## src/rtl/core/fuvt_pkg.sv

```systemverilog
// Shared constants and types for the first-unique-value tracker.
`default_nettype none

package fuvt_pkg;

  // Default depth of the distinct-value chain and width of the compared value
  localparam int FUVT_DISTINCT_MAX = 64;
  localparam int FUVT_VALUE_BITS   = 32;

  // Stream payload widths
  localparam int FUVT_DATA_BITS = 32;
  localparam int FUVT_USER_BITS = 2;

  // Bit positions inside the result tuser
  localparam int FUVT_USER_FOUND = 0;
  localparam int FUVT_USER_FULL  = 1;

  // Control part of a request travelling down the chain
  typedef struct packed {
    logic valid;  // stage holds a request
    logic done;   // value matched a cell or was stored in one
    logic found;  // a unique value has been picked already
  } fuvt_tok_t;

endpackage

`default_nettype wire

```

## src/rtl/core/fuvt_cell.sv

```systemverilog
// One cell of the chain: a stored distinct value, its flags and one request stage.
`default_nettype none

module fuvt_cell
  import fuvt_pkg::*;
#(
  parameter int VALUE_BITS = FUVT_VALUE_BITS
) (
  input  wire logic                  clk,
  input  wire logic                  rst,
  input  wire logic                  advance,
  input  wire fuvt_tok_t             ctrl_in,
  input  wire logic [VALUE_BITS-1:0] val_in,
  input  wire logic [VALUE_BITS-1:0] first_in,
  output fuvt_tok_t                  ctrl_out,
  output logic [VALUE_BITS-1:0]      val_out,
  output logic [VALUE_BITS-1:0]      first_out
);

  // Cell contents
  logic [VALUE_BITS-1:0] cell_value;
  logic                  used;
  logic                  repeated;

  logic                  live;
  logic                  match;
  logic                  claim;
  logic                  used_next;
  logic                  repeated_next;
  logic [VALUE_BITS-1:0] cell_value_next;
  fuvt_tok_t             ctrl_next;
  logic [VALUE_BITS-1:0] first_next;

  // Compare, claim and unique pick for the request in front of this cell
  always_comb begin
    live            = advance && ctrl_in.valid;
    match           = used && (cell_value == val_in);
    claim           = !used && !ctrl_in.done;
    used_next       = used | claim;
    repeated_next   = (repeated | match) & ~claim;
    cell_value_next = claim ? val_in : cell_value;

    ctrl_next       = ctrl_in;
    ctrl_next.done  = ctrl_in.done | match | claim;
    first_next      = first_in;
    if (!ctrl_in.found && used_next && !repeated_next) begin
      ctrl_next.found = 1'b1;
      first_next      = cell_value_next;
    end
  end

  // Cell flags; cleared on reset, so an unwritten value is never compared
  always_ff @(posedge clk) begin
    if (rst) begin
      used     <= 1'b0;
      repeated <= 1'b0;
    end else if (live) begin
      used     <= used_next;
      repeated <= repeated_next;
    end
  end

  // Stored value
  always_ff @(posedge clk) begin
    if (live && claim) begin
      cell_value <= val_in;
    end
  end

  // Request stage toward the next cell
  always_ff @(posedge clk) begin
    if (rst) begin
      ctrl_out <= '0;
    end else if (advance) begin
      ctrl_out <= ctrl_next;
    end
  end

  always_ff @(posedge clk) begin
    if (advance) begin
      val_out   <= val_in;
      first_out <= first_next;
    end
  end

endmodule

`default_nettype wire

```

## config.mk

```make
export PLATFORM = sky130hd
export DESIGN_NAME = fuvt_cell
export DESIGN_NICKNAME = d
export VERILOG_FILES = /design/src/rtl/core/fuvt_pkg.sv /design/src/rtl/core/fuvt_cell.sv
export SDC_FILE = /design/constraint.sdc
export NUM_CORES = 1
export LEC_CHECK = 0
export BUFFER_PORTS_ARGS = -buffer_cell sky130_fd_sc_hd__buf_2
export CAP_MARGIN = 40
export CORE_MARGIN = 3
export CORE_UTILIZATION = 35
export DETAILED_ROUTE_END_ITERATION = 6
export GPL_TIMING_DRIVEN = 1
export PLACE_DENSITY = 0.57
export SLEW_MARGIN = 0
export SYNTH_ARGS = -nofsm -noshare
export SYNTH_HDL_FRONTEND = slang
export SYNTH_SLANG_ARGS = --single-unit
```

## constraint.sdc

```tcl
create_clock -name clk -period 8 [get_ports clk]
set_input_delay 1.2 -clock clk [delete_from_list [all_inputs] [get_ports clk]]
set_output_delay 1.2 -clock clk [all_outputs]
set_load 0.02 [all_outputs]
```

# Yosys cells after proc, flatten, opt, wreduce, memory -nomap -nowiden
# Index checks and enable logic that the tools add are counted.
# totals
input_bits	70
out_inout_bits	67
ff_bits	101
elab_cells	28
# op_classes
bitwise	6
reduce_logical	10
eq_ne	1
mux	3
# op_table
op	n
$mux W32	2
$eq A32 B32 Y1	1
$logic_and A1 B1 Y1	6
$logic_not A1 Y1	4
$or A1 B1 Y1	4
$and A1 B1 Y1	1
$mux W1	1
$not A1 Y1	1

# Logic depth before layout (Yosys ltp)
# depth
ltp_word	7
mapped_depth	7
depth_no_buf	6

# Worst setup path after synthesis
# OpenSTA, ideal clock, no wires.
# synth_timing
kind	input to register
start	input port ctrl_in[2] (netlist name)
end	register cell_value[0] (enable)
setup_slack_ns	4.010
cell_stages	2
setup_ns	0.463
path_buffers	0
arrival_time_ns	3.527
required_ns	7.537
path_cell_list	nand2_1 -> nor3_1
# synth_between
elab_chain_len	2
# synth_rtl
item	line	rtl
start, declared	fuvt_cell.sv:12	input wire fuvt_tok_t ctrl_in,
$logic_and A1 B1 Y1	fuvt_cell.sv:36	live = advance && ctrl_in.valid;
$logic_and A1 B1 Y1	fuvt_cell.sv:65	if (live && claim) begin
end signal, assigned	fuvt_cell.sv:66	cell_value <= val_in;
end, declared	fuvt_cell.sv:21	logic [VALUE_BITS-1:0] cell_value;
# No other way between the ends.
# A chain may end at the register's enable or synchronous reset.

# Worst setup path after layout
# layout_timing
start	input port val_in[7]
end	register first_out[29], data pin
# layout_between
elab_chain_len	7
# layout_rtl
item	line	rtl
start, declared	fuvt_cell.sv:13	input wire logic [VALUE_BITS-1:0] val_in,
$eq A32 B32 Y1	fuvt_cell.sv:37	match = used && (cell_value == val_in);
$logic_and A1 B1 Y1	fuvt_cell.sv:37	
$or A1 B1 Y1	fuvt_cell.sv:40	repeated_next = (repeated | match) & ~claim;
$and A1 B1 Y1	fuvt_cell.sv:40	
$logic_not A1 Y1	fuvt_cell.sv:46	if (!ctrl_in.found && used_next && !repeated_next) begin
$logic_and A1 B1 Y1	fuvt_cell.sv:46	
$mux W32	fuvt_cell.sv:46	
named net first_next[29]	fuvt_cell.sv:32	logic [VALUE_BITS-1:0] first_next;
end signal, assigned	fuvt_cell.sv:82	first_out <= first_next;
end, declared	fuvt_cell.sv:17	output logic [VALUE_BITS-1:0] first_out
# The timed path passes the listed nets, and every way through them passes these cells.

==> impl_metrics.json <==
{
  "crit_path_max_incr_delay_ps": 510,
  "vias": 3091,
  "worstSetupEndpointType": "flip-flop",
  "grt_pass1_vias": 3200,
  "rsz0062_at_grt": "false",
  "grt_max_degree": 39,
  "fillers": 1215,
  "fin_nets": 537,
  "post-place-ws_ps": 4190,
  "finClkSkew_ps": 7.46,
  "cts-resized-gates": 0,
  "initial_core_util_pct": 36.5,
  "layout-drive-gt1-share_pct": 40.9,
  "die_w_um": 122,
  "regArea_sq_um": 2980,
  "ys_seq_area_share_pct": 63.8,
  "r2r_setup_slack_ps": 5110,
  "hp-class": "reg -> reg",
  "synth_area_leaders": "edfxtp_1 (62%), a221oi_2 (9.6%), mux2i_1 (6.8%), inv_1 (3.3%), nor2_1 (3.0%)",
  "finalCoreUtilization_pct": 45.8,
  "dr.pass1.iters": 5,
  "core.rowCount": 41,
  "min_period_ps": 3370,
  "cp.buffers_inverters": 2,
  "multiInputGateArea_sq_um": 1460,
  "track_usage_pct": 15.3,
  "synth_area_sq_um": 4680,
  "antenna_found_initial": 0,
  "crit_chain": "buf_2 -> nor2b_1 -> a2111oi_0 -> nand4_1 -> nor4_4 -> or2b_2 -> buf_12 -> a221oi_1",
  "overflow": 0,
  "cp-start-kind": "input pin",
  "cts_tree": "built",
  "crit_arrival_ps": 3470,
  "ys_types": 34,
  "synth_top_cell_by_area": "edfxtp_1",
  "ys_ff_latch": 101,
  "status": "finished, final reports clean",
  "path_clk_slew_ps": 70,
  "htreeDepth": 3,
  "power_density_nw_per_um2": 212,
  "synth_nets": 396,
  "place.gp.congestion": 0.747,
  "routed_wl_mm": 10.9,
  "avgSynthCellArea_sq_um": 14.3,
  "required_ps": 8090,
  "avgViaCountPerCell": 4.80,
  "drv_cap": 0,
  "grt_pass1_wl_mm": 17.2,
  "coreArea_sq_um": 12800,
  "worstSkewPairLatency_ps": 350,
  "wire_per_inst_um": 17.0,
  "synthCells": 326,
  "first_iter_violations": 131,
  "hold_slack_ps": 477,
  "diodes": 0,
  "io_pins": 137,
  "slew_headroom_pct": 57.3,
  "critPathSlowestCell": "a2111oi_0",
  "critPathKind": "in -> reg",
  "worst_slew_pin_slew_ps": 639,
  "yosysTopAreaCellShare_pct": 61.6,
  "io_buffers": 136,
  "power_uw": 1240,
  "holdBufCountCts": 0,
  "syn_to_final_growth_pct": 25.5,
  "die-area_sq_um": 14800,
  "cts_made_buffers": 9,
  "route.detailed.drc": 0,
  "fmax_mhz": 296,
  "cts_root_buf": "clkbuf_16",
  "cts_setup_buffers": 0,
  "clockBufferDepth": 2,
  "setup_violations": 0,
  "leakage_uw": 0.00241,
  "hold_viol_final": 0,
  "final_common_cell": "buf_2",
  "setup_ws_ps": 4630,
  "post-route-period-util_pct": 42.2,
  "cts_sinks": 101,
  "crit_family": "simple AND/OR/NAND/NOR gates",
  "path_max_fanout": 21,
  "fp.dieH_um": 122,
  "worst_ir_drop_vdd_v": 0.000133,
  "mostFrequentLayoutCells": "buf_2 (135), edfxtp_1 (96), inv_1 (41)",
  "tns_ps": 0,
  "dp_hpwl_mm": 7.71,
  "drv_slew": 0,
  "ys_warn_count": 0,
  "route.antenna.remaining_nets": 0
}
-- per-layer routing --
metal | vias up | GRT usage [%] | wire, um
li1 | 1502 | - | -
met1 | 1465 | 19.8 | 4750
met2 | 109 | 24.0 | 5160
met3 | 15 | 4.74 | 833
met4 | 0 | 6.16 | 185
met5 | - | 0 | 0
-- Yosys cell counts (all sizes together) --
master / count
inv: 42
or2: 1
nor3: 4
a21o: 2
o2111a: 2
xor2: 12
edfxtp: 96
a21oi: 2
or2b: 1
mux2i: 32
a311oi: 1
nand3: 2
nor2b: 10
buf: 6
a31oi: 1
nor4: 3
clkbuf: 6
o221a: 1
or4: 1
o22ai: 1
nand2b: 7
a222oi: 1
a2111oi: 3
a221oi: 32
a211oi: 2
xnor2: 6
nor2: 39
nand4: 2
dfxtp: 5
nand2: 3
-- layout make-up --
cell class | count | area share [%]
Timing Repair Buffer | 142 | 13.0
Sequential cell | 101 | 50.8
Multi-Input combinational cell | 171 | 24.9
Tap cell | 172 | 3.67
Clock buffer | 12 | 4.03
Clock inverter | 4 | 0.831
Inverter | 42 | 2.69
-- final timing paths --
path	startpoint	to	depth (start not counted)
min reg2reg	ctrl_out[2]	ctrl_out[2]	2
max reg2reg	cell_value[7]	first_out[29]	7
min	ctrl_out[2]	ctrl_out[2]	2
max	val_in[7]	first_out[29]	8
-- cell families after synthesis --
kind of cell | count (synthesis) | share of synthesized area, %
muxes | 32 | 6.85
AOI/OAI and AO/OA | 48 | 12.8
DFF | 101 | 63.8
buffers and inverters | 54 | 5.30
xor gates and xnor gates | 18 | 3.37
and+or+nand+nor | 73 | 7.89
-- where the power goes --
| group | internal, uW | switching (uW) | total, uW | leakage, uW |
|---|---|---|---|---|
| clock | 242 | 186 | 428 | 0.000130 |
| sequential | 618 | 10.6 | 628 | 0.000962 |
| combinational | 70.4 | 115 | 186 | 0.00131 |
-- worst min-delay path, stage by stage, from the launching register on --
cell	delay (ps)
dfxtp_1	310
nand2b_1	70
a21oi_1	60
-- flip-flops by register name, indices dropped and copies added, names as in the netlist --
register,count
cell_value,32
ctrl_out,3
first_out,32
repeated,1
used,1
val_out,32
-- through the flow --
stage               cells  instance area [sq um]
floorplan             326                   4680
global placement      625                   5530
detailed placement    628                   5590
CTS                   644                   5870
global route          644                   5870
finish                644                   5870
No activity file was read; power rests on OpenSTA's default activity.
